===== src/sv/hsv_pkg.sv =====
// Shared types, constants and sector codes for the HSV to RGB converter.
package hsv_pkg;

    // Field widths
    localparam int HueW   = 9;
    localparam int LevelW = 8;
    localparam int ProdW  = 2 * LevelW;

    // Arithmetic constants
    localparam int SectorDeg = 60;
    localparam int FracScale = 256;
    localparam int FullLevel = 255;
    localparam int HueMax    = (1 << HueW) - 1;
    localparam int MaxSector = HueMax / SectorDeg;
    localparam int SecW      = $clog2(MaxSector + 1);
    localparam int RemW      = $clog2(SectorDeg);

    // f = rem * 256 / 60 by reciprocal: rem * 17477 >> 12 is exact for rem < 60
    localparam int FracMul   = 17477;
    localparam int FracShift = 12;
    localparam int FracProdW = RemW + 15;

    // Sector routing codes; hue past 359 takes the last sector's routing
    localparam logic [2:0] SecRed     = 3'd0;
    localparam logic [2:0] SecYellow  = 3'd1;
    localparam logic [2:0] SecGreen   = 3'd2;
    localparam logic [2:0] SecCyan    = 3'd3;
    localparam logic [2:0] SecBlue    = 3'd4;
    localparam logic [2:0] SecMagenta = 3'd5;

    typedef logic [HueW-1:0]   t_hue;
    typedef logic [LevelW-1:0] t_level;
    typedef logic [ProdW-1:0]  t_prod;
    typedef logic [2:0]        t_sel;

    // Input item
    typedef struct packed {
        t_hue   hue;
        t_level saturation;
        t_level brightness;
    } t_pix;

    // After sector split
    typedef struct packed {
        t_sel   sel;
        t_level frac;
        t_level saturation;
        t_level brightness;
    } t_frac;

    // After the first multiply rank
    typedef struct packed {
        t_sel   sel;
        t_level brightness;
        t_level drop_q;
        t_level drop_t;
        t_prod  num_p;
    } t_drop;

    // After the second multiply rank
    typedef struct packed {
        t_sel   sel;
        t_level brightness;
        t_prod  num_p;
        t_prod  num_q;
        t_prod  num_t;
    } t_num;

    // Result item
    typedef struct packed {
        t_level red;
        t_level green;
        t_level blue;
    } t_rgb;

endpackage


===== src/sv/hsv_if.sv =====
// Valid/ready channel interfaces for pixel input and RGB output items.
interface hsv_in_if;
    import hsv_pkg::*;
    logic   valid;
    logic   ready;
    t_hue   hue;
    t_level saturation;
    t_level brightness;

    modport source (output valid, hue, saturation, brightness, input ready);
    modport sink   (input valid, hue, saturation, brightness, output ready);
endinterface

interface hsv_out_if;
    import hsv_pkg::*;
    logic   valid;
    logic   ready;
    t_level red;
    t_level green;
    t_level blue;

    modport source (output valid, red, green, blue, input ready);
    modport sink   (input valid, red, green, blue, output ready);
endinterface


===== src/sv/hsv_sector.sv =====
// Stage 1: hue sector, remainder and scaled in-sector fraction.
module hsv_sector
    import hsv_pkg::*;
(
    input  logic  i_clk,
    input  logic  i_rst_n,
    input  logic  i_vld,
    output logic  o_rdy,
    input  t_pix  i_pix,
    output logic  o_vld,
    input  logic  i_rdy,
    output t_frac o_frac
);

    logic [SecW-1:0]      sec;
    t_hue                 base;
    logic [RemW-1:0]      rem;
    logic [FracProdW-1:0] frac_prod;
    t_frac                n_frac;
    t_frac                r_frac;
    logic                 r_vld;

    // Sector by threshold compares, remainder by one subtract
    always_comb begin
        sec = '0;
        for (int k = 1; k <= MaxSector; k++) begin
            if (i_pix.hue >= HueW'(k * SectorDeg)) begin
                sec = SecW'(k);
            end
        end
        base      = HueW'(sec * SectorDeg);
        rem       = RemW'(i_pix.hue - base);
        frac_prod = FracProdW'(rem) * FracProdW'(FracMul);

        n_frac.frac       = LevelW'(frac_prod >> FracShift);
        n_frac.saturation = i_pix.saturation;
        n_frac.brightness = i_pix.brightness;
        n_frac.sel        = (sec > SecW'(SecMagenta)) ? SecMagenta : 3'(sec);
    end

    assign o_rdy = !r_vld || i_rdy;

    always_ff @(posedge i_clk) begin
        if (!i_rst_n) begin
            r_vld <= 1'b0;
        end else if (o_rdy) begin
            r_vld <= i_vld;
        end
    end

    always_ff @(posedge i_clk) begin
        if (o_rdy && i_vld) begin
            r_frac <= n_frac;
        end
    end

    assign o_vld  = r_vld;
    assign o_frac = r_frac;

endmodule


===== src/sv/hsv_drop.sv =====
// Stage 2: saturation products that set the q, t drops and the p numerator.
module hsv_drop
    import hsv_pkg::*;
(
    input  logic  i_clk,
    input  logic  i_rst_n,
    input  logic  i_vld,
    output logic  o_rdy,
    input  t_frac i_frac,
    output logic  o_vld,
    input  logic  i_rdy,
    output t_drop o_drop
);

    t_prod prod_q;
    t_prod prod_t;
    t_drop n_drop;
    t_drop r_drop;
    logic  r_vld;

    // Three 8x8 multiplies side by side; /256 is a byte select
    always_comb begin
        prod_q = ProdW'(i_frac.saturation) * ProdW'(i_frac.frac);
        prod_t = ProdW'(i_frac.saturation)
               * ProdW'(LevelW'(FullLevel) - i_frac.frac);

        n_drop.sel        = i_frac.sel;
        n_drop.brightness = i_frac.brightness;
        n_drop.drop_q     = prod_q[ProdW-1:LevelW];
        n_drop.drop_t     = prod_t[ProdW-1:LevelW];
        n_drop.num_p      = ProdW'(i_frac.brightness)
                          * ProdW'(LevelW'(FullLevel) - i_frac.saturation);
    end

    assign o_rdy = !r_vld || i_rdy;

    always_ff @(posedge i_clk) begin
        if (!i_rst_n) begin
            r_vld <= 1'b0;
        end else if (o_rdy) begin
            r_vld <= i_vld;
        end
    end

    always_ff @(posedge i_clk) begin
        if (o_rdy && i_vld) begin
            r_drop <= n_drop;
        end
    end

    assign o_vld  = r_vld;
    assign o_drop = r_drop;

endmodule


===== src/sv/hsv_scale.sv =====
// Stage 3: brightness products that give the q and t numerators.
module hsv_scale
    import hsv_pkg::*;
(
    input  logic  i_clk,
    input  logic  i_rst_n,
    input  logic  i_vld,
    output logic  o_rdy,
    input  t_drop i_drop,
    output logic  o_vld,
    input  logic  i_rdy,
    output t_num  o_num
);

    t_num n_num;
    t_num r_num;
    logic r_vld;

    // v * (255 - drop) for q and t
    always_comb begin
        n_num.sel        = i_drop.sel;
        n_num.brightness = i_drop.brightness;
        n_num.num_p      = i_drop.num_p;
        n_num.num_q      = ProdW'(i_drop.brightness)
                         * ProdW'(LevelW'(FullLevel) - i_drop.drop_q);
        n_num.num_t      = ProdW'(i_drop.brightness)
                         * ProdW'(LevelW'(FullLevel) - i_drop.drop_t);
    end

    assign o_rdy = !r_vld || i_rdy;

    always_ff @(posedge i_clk) begin
        if (!i_rst_n) begin
            r_vld <= 1'b0;
        end else if (o_rdy) begin
            r_vld <= i_vld;
        end
    end

    always_ff @(posedge i_clk) begin
        if (o_rdy && i_vld) begin
            r_num <= n_num;
        end
    end

    assign o_vld = r_vld;
    assign o_num = r_num;

endmodule


===== src/sv/hsv_route.sv =====
// Stage 4: divide the numerators by 255 and route levels by sector.
module hsv_route
    import hsv_pkg::*;
(
    input  logic i_clk,
    input  logic i_rst_n,
    input  logic i_vld,
    output logic o_rdy,
    input  t_num i_num,
    output logic o_vld,
    input  logic i_rdy,
    output t_rgb o_rgb
);

    // floor(x / 255) for x <= 65025, by (x + (x >> 8) + 1) >> 8
    function automatic t_level div_full(input t_prod x);
        logic [ProdW:0] acc;
        acc = (ProdW+1)'(x) + (ProdW+1)'(x >> LevelW) + (ProdW+1)'(1);
        return LevelW'(acc >> LevelW);
    endfunction

    t_level lvl_p;
    t_level lvl_q;
    t_level lvl_t;
    t_level v;
    t_rgb   n_rgb;
    t_rgb   r_rgb;
    logic   r_vld;

    // Zero saturation needs no special case: p, q and t all come out as v
    always_comb begin
        lvl_p = div_full(i_num.num_p);
        lvl_q = div_full(i_num.num_q);
        lvl_t = div_full(i_num.num_t);
        v     = i_num.brightness;
        unique case (i_num.sel)
            SecRed:    n_rgb = '{red: v,     green: lvl_t, blue: lvl_p};
            SecYellow: n_rgb = '{red: lvl_q, green: v,     blue: lvl_p};
            SecGreen:  n_rgb = '{red: lvl_p, green: v,     blue: lvl_t};
            SecCyan:   n_rgb = '{red: lvl_p, green: lvl_q, blue: v};
            SecBlue:   n_rgb = '{red: lvl_t, green: lvl_p, blue: v};
            default:   n_rgb = '{red: v,     green: lvl_p, blue: lvl_q};
        endcase
    end

    // Output register
    assign o_rdy = !r_vld || i_rdy;

    always_ff @(posedge i_clk) begin
        if (!i_rst_n) begin
            r_vld <= 1'b0;
        end else if (o_rdy) begin
            r_vld <= i_vld;
        end
    end

    always_ff @(posedge i_clk) begin
        if (o_rdy && i_vld) begin
            r_rgb <= n_rgb;
        end
    end

    assign o_vld = r_vld;
    assign o_rgb = r_rgb;

endmodule


===== src/sv/hsv_to_rgb_converter_core.sv =====
// Top level of the four-stage integer HSV to RGB pixel converter.
// Converts one pixel (hue in degrees, saturation, value) per clock into 8-bit
// red, green and blue. Each accepted input passes through four registered
// stages: sector split, saturation multiplies, brightness multiplies, then
// divide by 255 and sector routing. Each stage holds its own valid bit and is
// ready whenever it is empty or its successor is ready, so a stall at the
// output fills the stages one by one and nothing is dropped or repeated; with
// the output taken every cycle one item is accepted per cycle. Hue codes
// 360-511 use the magenta-to-red sector routing.
module hsv_to_rgb_converter_core
    import hsv_pkg::*;
(
    input  logic      i_clk,
    input  logic      i_rst_n,
    hsv_in_if.sink    i_pix,
    hsv_out_if.source o_rgb
);

    t_pix  pix;
    t_frac frac;
    t_drop drop;
    t_num  num;
    t_rgb  rgb;
    logic  vld_1, vld_2, vld_3;
    logic  rdy_2, rdy_3, rdy_4;

    assign pix = '{hue: i_pix.hue, saturation: i_pix.saturation,
                   brightness: i_pix.brightness};

    hsv_sector u_sector (
        .i_clk  (i_clk),
        .i_rst_n(i_rst_n),
        .i_vld  (i_pix.valid),
        .o_rdy  (i_pix.ready),
        .i_pix  (pix),
        .o_vld  (vld_1),
        .i_rdy  (rdy_2),
        .o_frac (frac)
    );

    hsv_drop u_drop (
        .i_clk  (i_clk),
        .i_rst_n(i_rst_n),
        .i_vld  (vld_1),
        .o_rdy  (rdy_2),
        .i_frac (frac),
        .o_vld  (vld_2),
        .i_rdy  (rdy_3),
        .o_drop (drop)
    );

    hsv_scale u_scale (
        .i_clk  (i_clk),
        .i_rst_n(i_rst_n),
        .i_vld  (vld_2),
        .o_rdy  (rdy_3),
        .i_drop (drop),
        .o_vld  (vld_3),
        .i_rdy  (rdy_4),
        .o_num  (num)
    );

    hsv_route u_route (
        .i_clk  (i_clk),
        .i_rst_n(i_rst_n),
        .i_vld  (vld_3),
        .o_rdy  (rdy_4),
        .i_num  (num),
        .o_vld  (o_rgb.valid),
        .i_rdy  (o_rgb.ready),
        .o_rgb  (rgb)
    );

    assign o_rgb.red   = rgb.red;
    assign o_rgb.green = rgb.green;
    assign o_rgb.blue  = rgb.blue;

endmodule


===== src/flat_wrapper.sv =====
// flat-port wrapper written by rule: the top's interface ports become plain ports
module hsv_to_rgb_converter_core_flat import hsv_pkg::*;
  (i_clk, i_rst_n, i_pix_valid, i_pix_hue, i_pix_saturation, i_pix_brightness, i_pix_ready, o_rgb_valid, o_rgb_red, o_rgb_green, o_rgb_blue, o_rgb_ready);
  hsv_in_if i_pix_i ();
  hsv_out_if o_rgb_i ();
  input  logic i_clk;
  input  logic i_rst_n;
  input wire logic [$bits(i_pix_i.valid)-1:0] i_pix_valid;
  input wire logic [$bits(i_pix_i.hue)-1:0] i_pix_hue;
  input wire logic [$bits(i_pix_i.saturation)-1:0] i_pix_saturation;
  input wire logic [$bits(i_pix_i.brightness)-1:0] i_pix_brightness;
  output wire logic [$bits(i_pix_i.ready)-1:0] i_pix_ready;
  output wire logic [$bits(o_rgb_i.valid)-1:0] o_rgb_valid;
  output wire logic [$bits(o_rgb_i.red)-1:0] o_rgb_red;
  output wire logic [$bits(o_rgb_i.green)-1:0] o_rgb_green;
  output wire logic [$bits(o_rgb_i.blue)-1:0] o_rgb_blue;
  input wire logic [$bits(o_rgb_i.ready)-1:0] o_rgb_ready;
  assign i_pix_i.valid = i_pix_valid;
  assign i_pix_i.hue = i_pix_hue;
  assign i_pix_i.saturation = i_pix_saturation;
  assign i_pix_i.brightness = i_pix_brightness;
  assign i_pix_ready = i_pix_i.ready;
  assign o_rgb_valid = o_rgb_i.valid;
  assign o_rgb_red = o_rgb_i.red;
  assign o_rgb_green = o_rgb_i.green;
  assign o_rgb_blue = o_rgb_i.blue;
  assign o_rgb_i.ready = o_rgb_ready;
  hsv_to_rgb_converter_core u_core (.i_clk(i_clk), .i_rst_n(i_rst_n), .i_pix(i_pix_i), .o_rgb(o_rgb_i));
endmodule

===== config.mk =====
export PLATFORM = sky130hd
export DESIGN_NAME = hsv_to_rgb_converter_core_flat
export DESIGN_NICKNAME = d
export VERILOG_FILES = /design/src/sv/hsv_pkg.sv /design/src/sv/hsv_if.sv /design/src/sv/hsv_sector.sv /design/src/sv/hsv_drop.sv /design/src/sv/hsv_scale.sv /design/src/sv/hsv_route.sv /design/src/sv/hsv_to_rgb_converter_core.sv /design/src/flat_wrapper.sv
export SDC_FILE = /design/constraint.sdc
export NUM_CORES = 1
export LEC_CHECK = 0
export ABC_AREA = 1
export BUFFER_PORTS_ARGS = -buffer_cell sky130_fd_sc_hd__buf_4
export CORE_ASPECT_RATIO = 1.75
export CORE_UTILIZATION = 44
export CTS_CLUSTER_SIZE = 40
export DETAILED_ROUTE_END_ITERATION = 10
export PLACE_DENSITY_LB_ADDON = 0.3
export SYNTH_ARGS = -nofsm -noshare
export SYNTH_HDL_FRONTEND = slang
export SYNTH_HIERARCHICAL = 1
export SYNTH_SLANG_ARGS = --single-unit

===== constraint.sdc =====
create_clock -name i_clk -period 11.5 [get_ports i_clk]
set_input_delay 2.3 -clock i_clk [delete_from_list [all_inputs] [get_ports i_clk]]
set_output_delay 2.3 -clock i_clk [all_outputs]
set_load 0.05 [all_outputs]

Word-level counts from Yosys, hierarchy flattened
Cells that the tools add are included.

storage, ports and cells
  logic and storage cells = 74
  register bits after elaboration = 157
  memories = 0
  RAM bits = 0
  input bits = 29
  memory bits (read-only) = 0
  output and inout port bits = 26
  latch bits = 0

operators by class
  reduce and logical (&&, ||, !) cells = 13
  bitwise logic cells = 0
  divide/modulo/power cells = 0
  add/sub/neg operators = 11
  muxes and demuxes = 9
  shift-type cells = 0
  equal/unequal tests = 4
  multipliers = 7
  magnitude comparators = 9

operators with widths
  operator                                                                          number
  24-bit case mux with 5 select lines                                               1
  16-bit by 1-bit adder with 16-bit output (second input constant)                  3
  16-bit by 8-bit adder with 16-bit output                                          3
  9-bit by 9-bit multiplier with 16-bit output                                      3
  9-bit >= comparator (second input constant)                                       4
  8-bit by 8-bit subtractor with 9-bit output (first input constant)                4
  4-bit 2-to-1 mux                                                                  6
  6-bit by 15-bit multiplier with 20-bit output (second input constant)             1
  9-bit by 8-bit >= comparator with 1-bit output (second input constant)            2
  8-bit by 16-bit multiplier with 16-bit output                                     1
  8-bit by 8-bit multiplier with 16-bit output                                      1
  9-bit by 6-bit >= comparator with 1-bit output (second input constant)            1
  9-bit by 7-bit >= comparator with 1-bit output (second input constant)            1
  3-bit by 2-bit == test with 1-bit output (second input constant)                  2
  6-bit subtractor                                                                  1
  4-bit by 3-bit greater-than comparator with 1-bit output (second input constant)  1
  1-bit logical AND                                                                 4
  1-bit zero test                                                                   4
  1-bit logical OR                                                                  4
  4-bit by 1-bit multiplier with 4-bit output (second input constant)               1
  3-bit by 1-bit == test with 1-bit output (second input constant)                  1
  3-bit == test (second input constant)                                             1
  3-bit zero test                                                                   1
  2-bit 2-to-1 mux                                                                  1
  1-bit 2-to-1 mux                                                                  1

Longest topological paths before layout
  depth after elaboration = 12
  mapped depth = 35
  gate-level depth less buffers = 35

By module
The synthesis kept the hierarchy.

modules (own cells, without submodules)
  module      sequential area each (sq um)  cells an instance  area an instance (sq um)  instances
  hsv_drop    1311.3                        944                7553.5                    1
  hsv_scale   1791.7                        705                6263.5                    1
  hsv_route   740.7                         536                3223.1                    1
  hsv_sector  830.8                         198                1800.5                    1

Worst setup path after synthesis
Ideal clock, no wire load.

  kind = input to register
  start point = input port i_pix_hue[6]
  end point = register u_core.u_sector.r_frac, in the netlist u_core/u_sector/o_frac[23], data pin
  path slack = 5.408 ns
  arrival = 5.840 ns
  stages on the path = 31
  required time = 11.248 ns
  library setup time = 0.252 ns
  cell sequence = nand2_1 inv_2 a31oi_2 o21ai_0 nand2_1 nand2_1 ha_1 inv_1 ha_1 inv_1 ha_1 a21oi_1 nand2_1 nand2_1 nand2_1 nor2_1 nor2_1 ha_1 fa_1 ha_1 ha_1 nand2_2 inv_1 nand2_1 nand2_1 nand2_1 nand2_1 nor2_2 nor2_2 nand2_1 nand2_1

between the ends
  cells in the longest elaborated chain, start to end = 12
  elaborated cells between the ends (all ways) = 19
  those cells by class = add/sub (1); mul (2); order compare (8); mux (8)

ends and longest elaborated chain
  element                                            line               source
  from (decl)                                        flat_wrapper.sv:9  input wire logic [$bits(i_pix_i.hue)-1:0] i_pix_hue;
  9-bit by 6-bit >= comparator with 1-bit output     hsv_sector.sv:27   if (i_pix.hue >= HueW'(k * SectorDeg)) begin
  1-bit 2-to-1 mux                                   hsv_sector.sv:27
  2-bit 2-to-1 mux                                   hsv_sector.sv:27
  4-bit 2-to-1 mux (5 in a row)                      hsv_sector.sv:27
  4-bit 2-to-1 mux (*)                               hsv_sector.sv:27
  4-bit by 1-bit multiplier with 4-bit output (*)    hsv_sector.sv:31   base = HueW'(sec * SectorDeg);
  6-bit subtractor (*)                               hsv_sector.sv:32   rem = RemW'(i_pix.hue - base);
  6-bit by 15-bit multiplier with 20-bit output (*)  hsv_sector.sv:33   frac_prod = FracProdW'(rem) * FracProdW'(FracMul);
  net u_core.u_sector.frac_prod[19]                  hsv_sector.sv:18   logic [FracProdW-1:0] frac_prod;
  to (signal assigned)                               hsv_sector.sv:53   r_frac <= n_frac;
  to (decl)                                          hsv_sector.sv:20   t_frac r_frac;

The timed path passes the listed nets; every way through them passes the cells marked *.
A chain may end at the register's enable or synchronous reset.

Worst setup path after layout
  start point = input port i_pix_hue[6]
  end point = register u_core.u_sector.r_frac, in the netlist u_core/u_sector/o_frac[20], data pin

Same word-level chain as after synthesis.

==> metrics <==
Die H 276 um; Final TNS setup 0 ns; Final setup violation count 0; I/O Buffers 54; Critical Path RT 11.72 ns; Commonest cells post-synth 560 x nand2_1, 520 x inv_1, 282 x nor2_1; minimum clock period after layout 6.18 ns; R2R setup slack 6.20 ns; clock-pin slew on the worst setup and hold paths 0.07 ns; vias after detailed routing 15300; Ys Warns 6; crit-path max FO 6; Initial Utilization 0.444; # diodes 0; Resized Gates After CTS 0; Filler cells 4142; GRT Total Usage 0.235; GP Congestion 0.928; worst slew pin tran 0.748 ns; Final Max Tran Viols 0; largest net degree at the start of global routing 59; CTS tree done; Routed WL 48600 um; CP startpoint i_pix_hue[6]; H-tree levels 4; max_slew headroom 0.502; R2R cell count 15; CTS buffer count 17; Syn Inst Count 2383; number of global-route vias before repair 16200; Worst Hold Path Cells 0; first-pass GRT wire length 78200 um; Clock Tree Root clkbuf_16; Max Cap Viol 0; area grow syn2layout 8.77%; Die W 158 um; critical path class primary input to register; count of cell types in the netlist 41; Worst Skew 0.0149 ns; Post-Syn Nets 2814; Slowest-stage cell, CP fa_1; f_max 0.162 GHz; Initial DRT Pass Iterations 7; Routed Antenna Nets 0; status finished, final reports clean; initial antenna violation count 0; number of synthesized flops with an enable pin 153; DRC viols 0; Crit Reg-Reg Endpoint u_core/u_drop/o_drop[23]; Worst Hold Class register to register; synth top area cells edfxtp_1 24%, fa_1 19%, ha_1 15%; cell mode on critical path nand2_1; vias per std cell 5.12; cell area after synthesis 0.0188 sq mm; DIE AREA 0.0437 sq mm; CTS sink count 157; count leader, synth nand2_1; Max Root-Sink Buffers 2; gr ovfl total 0; FF/Latch Area 0.00467 sq mm; cts hold-fix bufs 0; post-synthesis register bit count 157; share of cells above drive strength 1 0.0644; Post-CTS Repair Setup Buffers 0; fin crit share 0.538; Crit. End Element register; endpoints failing hold 0; Primary FF master, synth edfxtp_1; drt initial violations 755; async set or reset register ratio after synthesis 0; DP HPWL 40300 um; largest area contributor in the netlist edfxtp_1; Max stage delay on crit path 0.40 ns; share of the synthesized area in the top cell type 0.244; row cnt 100; WL/cell 16.2 um; Worst R2R Start u_core/u_sector/o_frac[10]; Syn Area/Cell 7.91 sq um; RSZ-0062 raised after global routing false; core area 0.0424 sq mm; multi-input logic area 0.0120 sq mm; WP data arrival 6.40 ns; hold path start u_core/u_drop/o_drop[2]; hold endpoint u_core/u_scale/o_num[34]; worst skew pair latency 0.46 ns; register area share after synthesis 0.248; number of I/O pins 55; crit start category primary input; nets 2857
worst max-delay path by stage:
stage / slack, ns / cells after the start / to
after floorplan: 5.41 / 31 / u_core/u_sector/o_frac[23]
after global placement: 4.81 / 35 / u_core/u_sector/o_frac[23]
after detailed placement: 4.80 / 32 / u_core/u_sector/o_frac[20]
after CTS: 5.28 / 32 / u_core/u_sector/o_frac[20]
after global routing: 4.91 / 32 / u_core/u_sector/o_frac[23]
final: 5.32 / 32 / u_core/u_sector/o_frac[20]
cells by family after synthesis:
logic type | synth area share
AO/OA/AOI/OAI | 0.0343
XOR/XNOR | 0.0135
adder cells (fa/ha/maj) | 0.339
buffers and inverters | 0.115
flip-flops | 0.248
AND/OR/NAND/NOR | 0.250
metrics by stage:
stage | worst slack, ns | instance area (sq um) | std cells | hold slack, ns | util
3_5_place_dp | 4.80 | 19900 | 2968 | 0.405 | 0.469
2_1_floorplan | 5.41 | 18800 | 2383 | 0.400 | -
5_1_grt | 4.91 | 20500 | 3000 | 0.429 | 0.483
4_1_cts | 5.28 | 20500 | 3000 | 0.423 | 0.483
3_3_place_gp | 4.81 | 19900 | 2968 | 0.402 | 0.469
6_report | 5.32 | 20500 | 3000 | 0.421 | 0.483
layer usage:
| metal | track usage | vias to the layer above | share of wire |
|---|---|---|---|
| met5 | 0 | - | 0 |
| met4 | 0.163 | 0 | 0.069 |
| met3 | 0.0275 | 184 | 0.025 |
| met2 | 0.466 | 360 | 0.56 |
| met1 | 0.215 | 7338 | 0.34 |
| li1 | - | 7466 | - |
flip-flops by register name (all words and copies together), names as in the netlist:
name	count
u_core/u_drop/o_drop	43
u_core/u_drop/o_vld	1
u_core/u_route/o_rgb	24
u_core/u_route/o_vld	1
u_core/u_scale/o_num	59
u_core/u_scale/o_vld	1
u_core/u_sector/o_frac	27
u_core/u_sector/o_vld	1
final cells by class:
cell class	instances	share of cell area
repair buffers	61	0.0223
inverters	535	0.0980
clock buffers	17	0.0208
clock inverters	15	0.00928
well taps	561	0.0343
flip-flops and latches	157	0.228
multi-input cells	1654	0.587
placed cells by master (no fill, tap or decap), types with 4 or more instances in the layout:
master / instances
nand2_1: 560
inv_1: 520
nor2_1: 282
ha_1: 220
fa_1: 182
edfxtp_1: 153
nand3_1: 151
a21oi_1: 63
buf_4: 61
nand4_1: 37
xor2_1: 21
clkbuf_16: 17
o21ai_0: 16
or2_2: 13
nand3b_1: 13
a21boi_0: 12
inv_2: 11
nor2_2: 10
nor3_1: 9
nand2_2: 9
o21ai_1: 8
xnor2_1: 8
nand3_2: 7
clkinv_8: 6
inv_8: 6
and2_1: 6
clkinv_1: 4
a21o_1: 4
a31oi_1: 4
dfxtp_1: 4
a21oi_2: 4
critical path: cells and delay by family:
kind	cells	cell delay [ns]
adder cells (fa/ha/maj)	7	1.81
AND/OR/NAND/NOR	17	1.45
AO/OA/AOI/OAI	3	0.50
buffers and inverters	5	0.34
Power is not shown: default switching activity piles up to over one toggle a cycle in this logic, so the estimate is an artifact.
